[src/hdl/tcfp_pkg.sv]
// Shared types and constants for the touch contact frame parser.
// No dependencies; imported by touch_contact_frame_parser.
package tcfp_pkg;

  localparam int POS_W = 17;   // byte position reaches 5 + 65535
  localparam int LEN_W = 16;
  localparam int REC_BYTES = 15;   // record bytes held before the last one arrives

  localparam logic [POS_W-1:0] POS_ACK    = 17'd0;
  localparam logic [POS_W-1:0] POS_LEN_LO = 17'd3;
  localparam logic [POS_W-1:0] POS_LEN_HI = 17'd4;
  localparam logic [POS_W-1:0] POS_FLAG   = 17'd5;
  localparam logic [POS_W-1:0] POS_COUNT  = 17'd12;
  localparam logic [POS_W-1:0] REC_START  = 17'd13;
  localparam logic [POS_W-1:0] END_OFFSET = 17'd5;
  localparam logic [LEN_W-1:0] HDR_OVERHEAD = 16'd8;
  localparam logic [3:0] REC_START_LSB = 4'd13;
  localparam logic [3:0] REC_LAST_IDX  = 4'd15;

  localparam logic OP_START = 1'b0;
  localparam logic OP_BYTE  = 1'b1;

  localparam logic CFG_ACK_CODE      = 1'b0;
  localparam logic CFG_CONTACTS_FLAG = 1'b1;

  typedef enum logic [1:0] {
    PH_IDLE   = 2'd0,
    PH_HEADER = 2'd1,
    PH_BODY   = 2'd2
  } phase_t;

  typedef enum logic [1:0] {
    KIND_RECORD  = 2'd0,
    KIND_DONE    = 2'd1,
    KIND_NO_ACK  = 2'd2,
    KIND_BAD_HDR = 2'd3
  } kind_t;

  typedef struct packed {
    kind_t              kind;
    logic [7:0]         contact_id;
    logic [7:0]         contact_type;
    logic [15:0]        x_pos;
    logic [15:0]        y_pos;
    logic [15:0]        force_sum;
    logic [15:0]        area;
    logic signed [15:0] orientation;
    logic [15:0]        long_axis;
    logic [15:0]        short_axis;
    logic [7:0]         contact_count;
  } result_t;

endpackage

[src/hdl/touch_contact_frame_parser.sv]
// Touch contact frame parser: byte-serial frame header check and record unpacking.
// Depends on tcfp_pkg (phase/kind enums, header positions, result struct).
//
//   channel | signals                                  | direction
//   --------+------------------------------------------+----------
//   input   | in_valid, in_stall, op, rx_byte          | in (stall out)
//   output  | out_valid, out_stall, kind .. count      | out (stall in)
//   config  | cfg_we, cfg_index, cfg_data              | in, write only
//
// One item per cycle while in_stall is low: each transfer is decoded against the frame
// state in one combinational pass and its result, if any, lands in the output register.
// out_valid rises in the cycle after the input transfer that produced the result.
// in_stall rises only while the output register holds a result and out_stall is high.
// Synchronous active-high reset: parser idle, config registers zero, output empty.
// Record bytes are a 15-byte shift line with no reset; it is always refilled before use.
module touch_contact_frame_parser (
  input  logic                 clk,
  input  logic                 rst,
  // configuration
  input  logic                 cfg_we,
  input  logic                 cfg_index,
  input  logic [7:0]           cfg_data,
  // input channel
  input  logic                 in_valid,
  output logic                 in_stall,
  input  logic                 op,
  input  logic [7:0]           rx_byte,
  // output channel
  output logic                 out_valid,
  input  logic                 out_stall,
  output tcfp_pkg::kind_t      kind,
  output logic [7:0]           contact_id,
  output logic [7:0]           contact_type,
  output logic [15:0]          x_pos,
  output logic [15:0]          y_pos,
  output logic [15:0]          force_sum,
  output logic [15:0]          area,
  output logic signed [15:0]   orientation,
  output logic [15:0]          long_axis,
  output logic [15:0]          short_axis,
  output logic [7:0]           contact_count
);
  import tcfp_pkg::*;

  // configuration registers
  logic [7:0] ack_code;
  logic [7:0] contacts_flag;

  // frame state
  phase_t           phase, phase_next;
  logic [POS_W-1:0] byte_pos, byte_pos_next;
  logic [LEN_W-1:0] pay_len, pay_len_next;
  logic [7:0]       content, content_next;
  logic [7:0]       num_contacts, num_contacts_next;

  // record bytes, oldest at index 0
  logic [7:0] rec [REC_BYTES];
  logic       rec_shift;

  // result path
  result_t res, res_q;
  logic    res_valid;

  logic       in_xfer;
  logic       out_xfer;
  logic [3:0] rec_idx;
  logic [LEN_W-1:0] len_hi_new;

  assign in_stall = out_valid && out_stall;
  assign in_xfer  = in_valid && !in_stall;
  assign out_xfer = out_valid && !out_stall;

  // position within the current 16-byte record, 15 marks its last byte
  assign rec_idx    = byte_pos[3:0] - REC_START_LSB;
  assign len_hi_new = {rx_byte, pay_len[7:0]};

  // ---------------------------------------------------------------------
  // Per-item decode
  // ---------------------------------------------------------------------
  always_comb begin
    phase_next        = phase;
    byte_pos_next     = byte_pos;
    pay_len_next      = pay_len;
    content_next      = content;
    num_contacts_next = num_contacts;
    rec_shift         = 1'b0;
    res_valid         = 1'b0;
    res               = '0;

    if (op == OP_START) begin
      // restart: always wins, even mid-frame, no result
      phase_next        = PH_HEADER;
      byte_pos_next     = '0;
      pay_len_next      = '0;
      content_next      = '0;
      num_contacts_next = '0;
    end else begin
      unique case (phase)
        PH_IDLE: begin
          // stray bytes are dropped
        end
        PH_HEADER: begin
          byte_pos_next = byte_pos + POS_W'(1);
          priority if (byte_pos == POS_ACK) begin
            if (rx_byte != ack_code) begin
              phase_next = PH_IDLE;
              res_valid  = 1'b1;
              res.kind   = KIND_NO_ACK;
            end
          end else if (byte_pos == POS_LEN_LO) begin
            pay_len_next = {pay_len[15:8], rx_byte};
          end else if (byte_pos == POS_LEN_HI) begin
            pay_len_next = len_hi_new;
            // a length below the header overhead can never match
            if (len_hi_new < HDR_OVERHEAD) begin
              phase_next = PH_IDLE;
              res_valid  = 1'b1;
              res.kind   = KIND_BAD_HDR;
            end
          end else if (byte_pos == POS_FLAG) begin
            content_next = rx_byte;
          end else if (byte_pos == POS_COUNT) begin
            num_contacts_next = rx_byte;
            if (content != contacts_flag ||
                {4'b0, rx_byte, 4'b0} != (pay_len - HDR_OVERHEAD)) begin
              phase_next = PH_IDLE;
              res_valid  = 1'b1;
              res.kind   = KIND_BAD_HDR;
            end else begin
              phase_next = PH_BODY;
            end
          end else begin
            // reserved header bytes
          end
        end
        PH_BODY: begin
          byte_pos_next = byte_pos + POS_W'(1);
          if (byte_pos >= ({1'b0, pay_len} + END_OFFSET)) begin
            phase_next        = PH_IDLE;
            res_valid         = 1'b1;
            res.kind          = KIND_DONE;
            res.contact_count = num_contacts;
          end else if (rec_idx != REC_LAST_IDX) begin
            rec_shift = 1'b1;
          end else begin
            res_valid        = 1'b1;
            res.kind         = KIND_RECORD;
            res.contact_id   = rec[0];
            res.contact_type = rec[1];
            res.x_pos        = {rec[3], rec[2]};
            res.y_pos        = {rec[5], rec[4]};
            res.force_sum    = {rec[7], rec[6]};
            res.area         = {rec[9], rec[8]};
            res.orientation  = {rec[11], rec[10]};
            res.long_axis    = {rec[13], rec[12]};
            res.short_axis   = {rx_byte, rec[14]};
          end
        end
        default: begin
          phase_next = PH_IDLE;
        end
      endcase
    end
  end

  // ---------------------------------------------------------------------
  // Registers
  // ---------------------------------------------------------------------
  always_ff @(posedge clk) begin
    if (rst) begin
      ack_code      <= '0;
      contacts_flag <= '0;
    end else if (cfg_we) begin
      unique case (cfg_index)
        CFG_ACK_CODE:      ack_code      <= cfg_data;
        CFG_CONTACTS_FLAG: contacts_flag <= cfg_data;
      endcase
    end
  end

  always_ff @(posedge clk) begin
    if (rst) begin
      phase        <= PH_IDLE;
      byte_pos     <= '0;
      pay_len      <= '0;
      content      <= '0;
      num_contacts <= '0;
    end else if (in_xfer) begin
      phase        <= phase_next;
      byte_pos     <= byte_pos_next;
      pay_len      <= pay_len_next;
      content      <= content_next;
      num_contacts <= num_contacts_next;
    end
  end

  always_ff @(posedge clk) begin
    if (in_xfer && rec_shift) begin
      for (int i = 0; i < REC_BYTES - 1; i++) begin
        rec[i] <= rec[i+1];
      end
      rec[REC_BYTES-1] <= rx_byte;
    end
  end

  // output register: a new result may load in the same cycle the old one leaves
  always_ff @(posedge clk) begin
    if (rst) begin
      out_valid <= 1'b0;
    end else if (in_xfer && res_valid) begin
      out_valid <= 1'b1;
    end else if (out_xfer) begin
      out_valid <= 1'b0;
    end
  end

  always_ff @(posedge clk) begin
    if (in_xfer && res_valid) begin
      res_q <= res;
    end
  end

  assign kind          = res_q.kind;
  assign contact_id    = res_q.contact_id;
  assign contact_type  = res_q.contact_type;
  assign x_pos         = res_q.x_pos;
  assign y_pos         = res_q.y_pos;
  assign force_sum     = res_q.force_sum;
  assign area          = res_q.area;
  assign orientation   = res_q.orientation;
  assign long_axis     = res_q.long_axis;
  assign short_axis    = res_q.short_axis;
  assign contact_count = res_q.contact_count;

`ifndef ASSERT_OFF
  // input is only held back by a full, stalled output register
  a_stall_src: assert property (@(posedge clk) disable iff (rst)
    in_stall |-> out_valid)
    else $error("in_stall without a held result");

  // a start transfer opens a fresh header
  a_start: assert property (@(posedge clk) disable iff (rst)
    (in_xfer && op == OP_START) |=> (phase == PH_HEADER && byte_pos == '0))
    else $error("start did not reset the parser");

  // header never runs past the contact count byte
  a_hdr_pos: assert property (@(posedge clk) disable iff (rst)
    (phase == PH_HEADER) |-> (byte_pos <= POS_COUNT))
    else $error("header position out of range");

  // body only entered past the header
  a_body_pos: assert property (@(posedge clk) disable iff (rst)
    (phase == PH_BODY) |-> (byte_pos >= REC_START))
    else $error("body position inside header");

  // records carry no contact count
  a_rec_count: assert property (@(posedge clk) disable iff (rst)
    (out_valid && kind == KIND_RECORD) |-> (contact_count == 8'd0))
    else $error("record with nonzero contact count");
`endif

endmodule
[config.mk]
export PLATFORM = sky130hd
export DESIGN_NAME = touch_contact_frame_parser
export DESIGN_NICKNAME = d
export VERILOG_FILES = /design/src/hdl/tcfp_pkg.sv /design/src/hdl/touch_contact_frame_parser.sv
export SDC_FILE = /design/constraint.sdc
export NUM_CORES = 1
export LEC_CHECK = 0
export BUFFER_PORTS_ARGS = -buffer_cell sky130_fd_sc_hd__buf_2
export CAP_MARGIN = 20
export CORE_MARGIN = 2
export CORE_UTILIZATION = 50
export DETAILED_ROUTE_END_ITERATION = 10
export PLACE_DENSITY = 0.66
export SLEW_MARGIN = 5
export SYNTH_ARGS = -nofsm -noshare
export SYNTH_HDL_FRONTEND = slang
export SYNTH_SLANG_ARGS = --single-unit
[constraint.sdc]
create_clock -name clk -period 19 [get_ports clk]
set_input_delay 0.95 -clock clk [delete_from_list [all_inputs] [get_ports clk]]
set_output_delay 0.95 -clock clk [all_outputs]
set_load 0.01 [all_outputs]
==> results of run 1 <==
## logic make-up (layout without fill, tap and decap cells)
| logic type | Yosys count | after routing |
|---|---|---|
| xor gates and xnor gates | 56 | 56 |
| and+or+nand+nor | 351 | 351 |
| muxes | 24 | 24 |
| adders and majority gates | 28 | 28 |
| AOI/OAI and AO/OA | 80 | 80 |
| buffers and inverters | 64 | 247 |
| DFF | 326 | 326 |
## power groups by stage
stage / Clock (W) / Sequential [W] / Combinational [W]
2_1_floorplan: 0 / 0.000783 / 0.0000249
3_3_place_gp: 0 / 0.000783 / 0.0000377
3_5_place_dp: 0 / 0.000783 / 0.0000379
4_1_cts: 0.000655 / 0.000768 / 0.0000382
5_1_grt: 0.000680 / 0.000768 / 0.0000422
6_report: 0.000638 / 0.000768 / 0.0000381
## synthesized netlist by cell type (all sizes together), types with 18 or more instances
cell type,number,area (sq um)
mux2i,23,230
ha,28,350
xor2,33,289
xnor2,23,201
and2,144,901
nand3,28,145
nand2,31,116
dfxtp,68,1360
a21oi,32,160
clkbuf,33,136
edfxtp,258,7750
nor2,70,265
inv,18,67.6
## metrics by stage
stage | instance area, sq um | power, W | hold WS [ns] | util [%]
floorplan | 13000 | 0.000808 | 0.417 | -
global placement | 14100 | 0.000821 | 0.420 | 54.6
detailed placement | 14100 | 0.000821 | 0.423 | 54.7
CTS | 15200 | 0.00146 | 0.424 | 58.9
global route | 15200 | 0.00149 | 0.437 | 58.9
finish | 15200 | 0.00144 | 0.418 | 58.9
## layer usage
layer / track usage, % / part of all wire (%) / vias up
met2: 29.6 / 46 / 206
met4: 6.76 / 2.9 / 0
met1: 26.0 / 45 / 3573
li1: - / - / 3646
met5: 0 / 0 / -
met3: 3.75 / 6.0 / 52
## final cells by class
cell class              count  area, sq um  area share (%)
multi-input cells         539         3620            23.9
well taps                 335          419            2.76
flip-flops and latches    326         9110            60.0
inverters                  18         67.6           0.445
repair buffers            170          871            5.74
clock inverters            14          138           0.907
clock buffers              45          943            6.22
## cells in the final DEF, fill, tap and decap left out, types with 23 or more instances in the layout
master | Yosys | final
buf_2 | 8 | 162
and2_1 | 144 | 144
nand3_1 | 27 | 27
nand2_1 | 31 | 31
xor2_1 | 33 | 33
dfxtp_1 | 68 | 68
nor2_1 | 69 | 69
xnor2_1 | 23 | 23
edfxtp_1 | 258 | 258
a21oi_1 | 32 | 31
clkbuf_16 | 0 | 35
mux2i_1 | 23 | 23
ha_1 | 28 | 28
## worst register-to-register path, stage by stage, from the launching register on
cell and delay (ns):
dfxtp_1 0.49, ha_1 0.22, nand4b_1 0.18, or2_2 0.35, nor2_1 0.16, nand3_1 0.11, xor2_1 0.16, ha_1 0.30
nand2_1 0.05, o21ai_1 0.23, nor2_1 0.08, a21o_1 0.21, nor2_1 0.37, o21ai_0 0.26, a21oi_4 0.32, buf_4 0.62
buf_4 0.99
## worst max path at each step
stage | start | to | slack, ns | cells after the start
6_report | pay_len[3] | long_axis[10] | 13.47 | 16
5_1_grt | pay_len[3] | short_axis[13] | 12.92 | 16
4_1_cts | pay_len[3] | short_axis[0] | 13.44 | 16
3_5_place_dp | pay_len[3] | short_axis[0] | 13.45 | 16
3_3_place_gp | pay_len[3] | short_axis[13] | 13.59 | 16
2_1_floorplan | pay_len[4] | rec[0][0] | 4.32 | 13
==> results_dict.tcl, run 1 <==
set metrics [dict create \
    outcome "completed" \
    first_iter_violations 704 \
    antenna_found_initial 0 \
    leakage_nw 5.30 \
    grt_setup_unrepaired "false" \
    routed_wl_um 25500 \
    synth_edf_count 258 \
    dp_cells 1387 \
    reg_top3 "rec x120, byte_pos x17" \
    syn_area_per_cell_sq_um 14.0 \
    internal_power_w 0.00116 \
    finalSetupViolations 0 \
    post_cts.repair.setup_buffers 0 \
    die_h_um 165 \
    holdPathStages 0 \
    finClkSkew_ns 0.0277 \
    dp_hpwl_um 16800 \
    switchingPower_w 0.000287 \
    cts-root-buf "clkbuf_16" \
    tightest_slew_ns 1.05 \
    cp_slowest_cell "buf_4" \
    cts.sinks 326 \
    clock_latency_ns 0.52 \
    synth_seq_cells 326 \
    wire_per_inst_um 17.6 \
    critPathKind "reg -> reg" \
    n_antenna_cell 0 \
    path_max_fanout 82 \
    period_minus_slack_ns 5.53 \
    synthMuxAreaShare_pct 1.86 \
    drive_gt1_share_pct 21.0 \
    die-area_sq_um 27300 \
    coreArea_sq_um 25800 \
    crit-reg2reg-capture "long_axis[10]" \
    whs_endpoint "rec[9][6]" \
    powerDensity_nw_per_um2 95.2 \
    vias_per_cell 5.17 \
    switching_share_pct 19.9 \
    syn-instance-count 929 \
    syn_nets 980 \
    clkPwrFrac_pct 44.2 \
    rr_worst_depth 16 \
    async_flop_share_pct 0 \
    dr_total_vias 7477 \
    synthXorXnorAreaFrac_pct 3.78 \
    clkTransAtPathRegs_ns 0.06 \
    largest_register_ffs 120 \
    io_pins 163 \
    nets 1140 \
    required_ns 19.11 \
    yosysWarnings 0 \
    stdcell_count 1447 \
    yosys.area_share.simple_pct 15.2 \
    grt.total_usage_pct 18.7 \
    timing.slew.headroom_pct 29.8 \
    synth_cell_types 62 \
    synth_compound_area_share_pct 4.13 \
    r2r_slack_ns 13.47 \
    arrival_ns 5.64 \
    synth_ff_type "edfxtp_1" \
    vdd_drop_max_mv 0.0762 \
    regMostFlops "rec" \
    seqPwrFrac_pct 53.2 \
    p_comb_share_pct 2.6 \
    cts_resized 0 \
    slew_viol_final 0 \
    hp-start "rec[10][6]" \
    startpoint_type "register" \
    fmaxAchievable_ghz 0.181 \
    place_congestion 0.885 \
    cts_hold_buf 0 \
    setup_ws_ns 13.47 \
    fin_crit_sh_pct 29.1 \
    syn_area_sq_um 13000 \
    finalSetupTns_ns 0 \
    end_kind "register" \
    crit_path_cell_trace "ha_1 -> nand4b_1 -> or2_2 -> nor2_1 -> nand3_1 -> xor2_1 -> ha_1 -> nand2_1 -> o21ai_1 -> nor2_1 -> a21o_1 -> nor2_1 -> o21ai_0 -> a21oi_4 -> buf_4 -> buf_4" \
    cts-buffers-inserted 34 \
    clockBufferDepth 3 \
    grt_pass1_wl_um 39100 \
    max-cap-violations 0 \
    seq_area_frac_synth_pct 70.1 \
    hp-class "reg -> reg" \
    tritoncts "yes" \
    synth_top_family_by_area "simple AND/OR/NAND/NOR gates" \
    rr_startpoint "pay_len[3]" \
    drtPass1Iterations 5 \
    overflow 0 \
    grt_max_degree 129 \
    cp_top_family "buffers and inverters" \
    synth_fa_ha_area_share_pct 2.70 \
    dp_slack_ns 13.45 \
    drc 0 \
    floorplan.rows 59 \
    h-tree-depth 2 \
    die-width_um 165 \
    cp_slowest_stage_delay_ns 0.94 \
    crit_buf_inv 2 \
    path_common_cell "nor2_1" \
    nFillCells 2022 \
    grt_pass1_vias 7162 \
    floorplan.initialDensity_pct 50.4 \
    antenna_left 0 \
    port_buffers 162 \
    synthToLayoutAreaGrowth_pct 16.8 \
    hold_viol 0 \
]
No activity file was read; power rests on OpenSTA's default activity.
==> run 2, diff against run 1 <==
==> constraint.sdc (replaced) <==
create_clock -name clk -period 5.5 [get_ports clk]
set_input_delay 0.275 -clock clk [delete_from_list [all_inputs] [get_ports clk]]
set_output_delay 0.275 -clock clk [all_outputs]
set_load 0.01 [all_outputs]
==> run 2 against run 1 <==
Via count grew 0.49%. Sequential share of layout area shrank 0.75 points. First-iteration DRC count grew 1.4%. Flip-flop and latch count is the same. Combinational power grew to 3.5 times the previous value. Critical path depth shrank 1. Worst setup slack lost 12 ns. Hold slack lost 0.39 ns. Clock-buffer cell count shrank 7. Wire length is essentially flat.
==> results_dict.tcl, run 2 (synthesis gave the netlist of run 1 again) <==
set metrics [dict create \
    tightest_slew_ns 0.776 \
    grt_setup_unrepaired "false" \
    grt_pass1_vias 7269 \
    slew_viol_final 0 \
    first_iter_violations 714 \
    die-width_um 165 \
    grt.total_usage_pct 18.5 \
    die_h_um 165 \
    layout_common_cells "258 x edfxtp_1, 162 x buf_2, 144 x and2_1, 67 x nor2_1, 64 x dfxtp_1" \
    floorplan.rows 59 \
    clock_latency_ns 0.51 \
    critPathKind "reg -> reg" \
    die-area_sq_um 27300 \
    antenna_left 0 \
    hold_viol 0 \
    drc 0 \
    nets 1143 \
    synthToLayoutAreaGrowth_pct 18.3 \
    vias_per_cell 5.17 \
    final_common_cell "edfxtp_1" \
    wire_per_inst_um 17.5 \
    cts-buffers-inserted 34 \
    antenna_found_initial 0 \
    place_congestion 0.880 \
    timing.slew.headroom_pct 48.3 \
    fmaxAchievable_ghz 0.239 \
    hp-class "in -> reg" \
    io_pins 163 \
    startpoint_type "register" \
    dp_cells 1389 \
    finClkSkew_ns 0.0183 \
    largest_register_ffs 120 \
    post_dp_cell_area_sq_um 14200 \
    hold-worst-slack_ns 0.0241 \
    h-tree-depth 2 \
    post_cts.repair.setup_buffers 0 \
    dp_hpwl_um 16900 \
    drtPass1Iterations 5 \
    floorplan.initialDensity_pct 50.4 \
    reg_top3 "rec x120, byte_pos x17" \
    outcome "completed" \
    cts.sinks 326 \
    overflow 0 \
    path_max_fanout 81 \
    vdd_drop_max_mv 0.344 \
    max-cap-violations 0 \
    dr_total_vias 7514 \
    tritoncts "yes" \
    cts_hold_buf 0 \
    stdcell_count 1452 \
    end_kind "register" \
    drive_gt1_share_pct 22.6 \
    fin_crit_sh_pct 75.9 \
    arrival_ns 4.32 \
    regMostFlops "rec" \
    powerDensity_nw_per_um2 337 \
    period_minus_slack_ns 4.18 \
    leakage_nw 5.37 \
    final_area_sq_um 15400 \
    cts_resized 0 \
    grt_pass1_wl_um 39200 \
    n_antenna_cell 0 \
    coreArea_sq_um 25800 \
    clkTransAtPathRegs_ns 0.06 \
    required_ns 5.65 \
    grt_max_degree 121 \
    routed_wl_um 25400 \
    clockBufferDepth 3 \
    finalSetupViolations 0 \
    port_buffers 162 \
    cts-root-buf "clkbuf_16" \
]
run 2: cell count changes in the layout (fill, tap and decap cells not counted), moves of 2 or more:
cell,before,now
nor2_4,0,2
buf_12,0,2
clkbuf_1,7,4
dfxtp_1,68,64
nor2_1,69,67
bufinv_16,2,7
clkinv_2,1,5
clkbuf_8,3,0
dfxtp_2,0,3
run 2: path summary, 6_finish.rpt:
path	startpoint	slack, ns	depth (start not counted)	endpoint
worst min register to register	rec[9][4]	0.43	0	rec[8][4]
worst max register to register	pay_len[3]	1.32	15	short_axis[9]
worst min-delay path	cfg_data[5]	0.02	3	ack_code[5]
worst max-delay path	pay_len[3]	1.32	15	short_axis[9]
run 2: per-layer routing:
metal / vias to the layer above / GRT usage [%] / routed length (um)
met1: 3574 / 25.8 / 11400
met4: 0 / 6.40 / 660
met2: 228 / 28.8 / 11600
li1: 3667 / - / -
met3: 45 / 4.37 / 1730
met5: - / 0 / 0
run 2: report_power, final:
group	internal [W]	switching (W)	total, W
registers	0.00264	0.0000126	0.00265
clock network	0.00147	0.000924	0.00239
logic	0.0000510	0.0000827	0.000134
run 2: worst max-delay path, stage by stage, from the launching register on:
cell	delay [ns]
dfxtp_1	0.55
ha_4	0.19
nand4b_1	0.19
or2_4	0.34
nor2_4	0.10
nand3_2	0.08
xor2_1	0.16
ha_1	0.31
nand2_1	0.07
o21ai_2	0.19
nor2_1	0.07
a21o_1	0.24
nor2_4	0.23
o21ai_0	0.20
a21oi_4	0.42
buf_12	0.41
run 2: area by class of cell:
cell class / count / area (sq um)
Inverter: 18 / 67.6
Sequential cell: 326 / 9120
Clock buffer: 38 / 866
Timing Repair Buffer: 173 / 920
Tap cell: 335 / 419
Fill cell: 2024 / 10400
Clock inverter: 23 / 307
Multi-Input combinational cell: 539 / 3680
run 2: metrics by stage:
step,setup TNS (ns),utilization (%),setup slack (ns),total power [W]
final,0,59.7,1.32,0.00518
after global routing,0,59.7,1.06,0.00534
after CTS,0,59.6,1.33,0.00523
after detailed placement,0,55.1,1.34,0.00284
after global placement,0,55.0,1.43,0.00284
after floorplan,-133.79,-,-1.11,0.00279
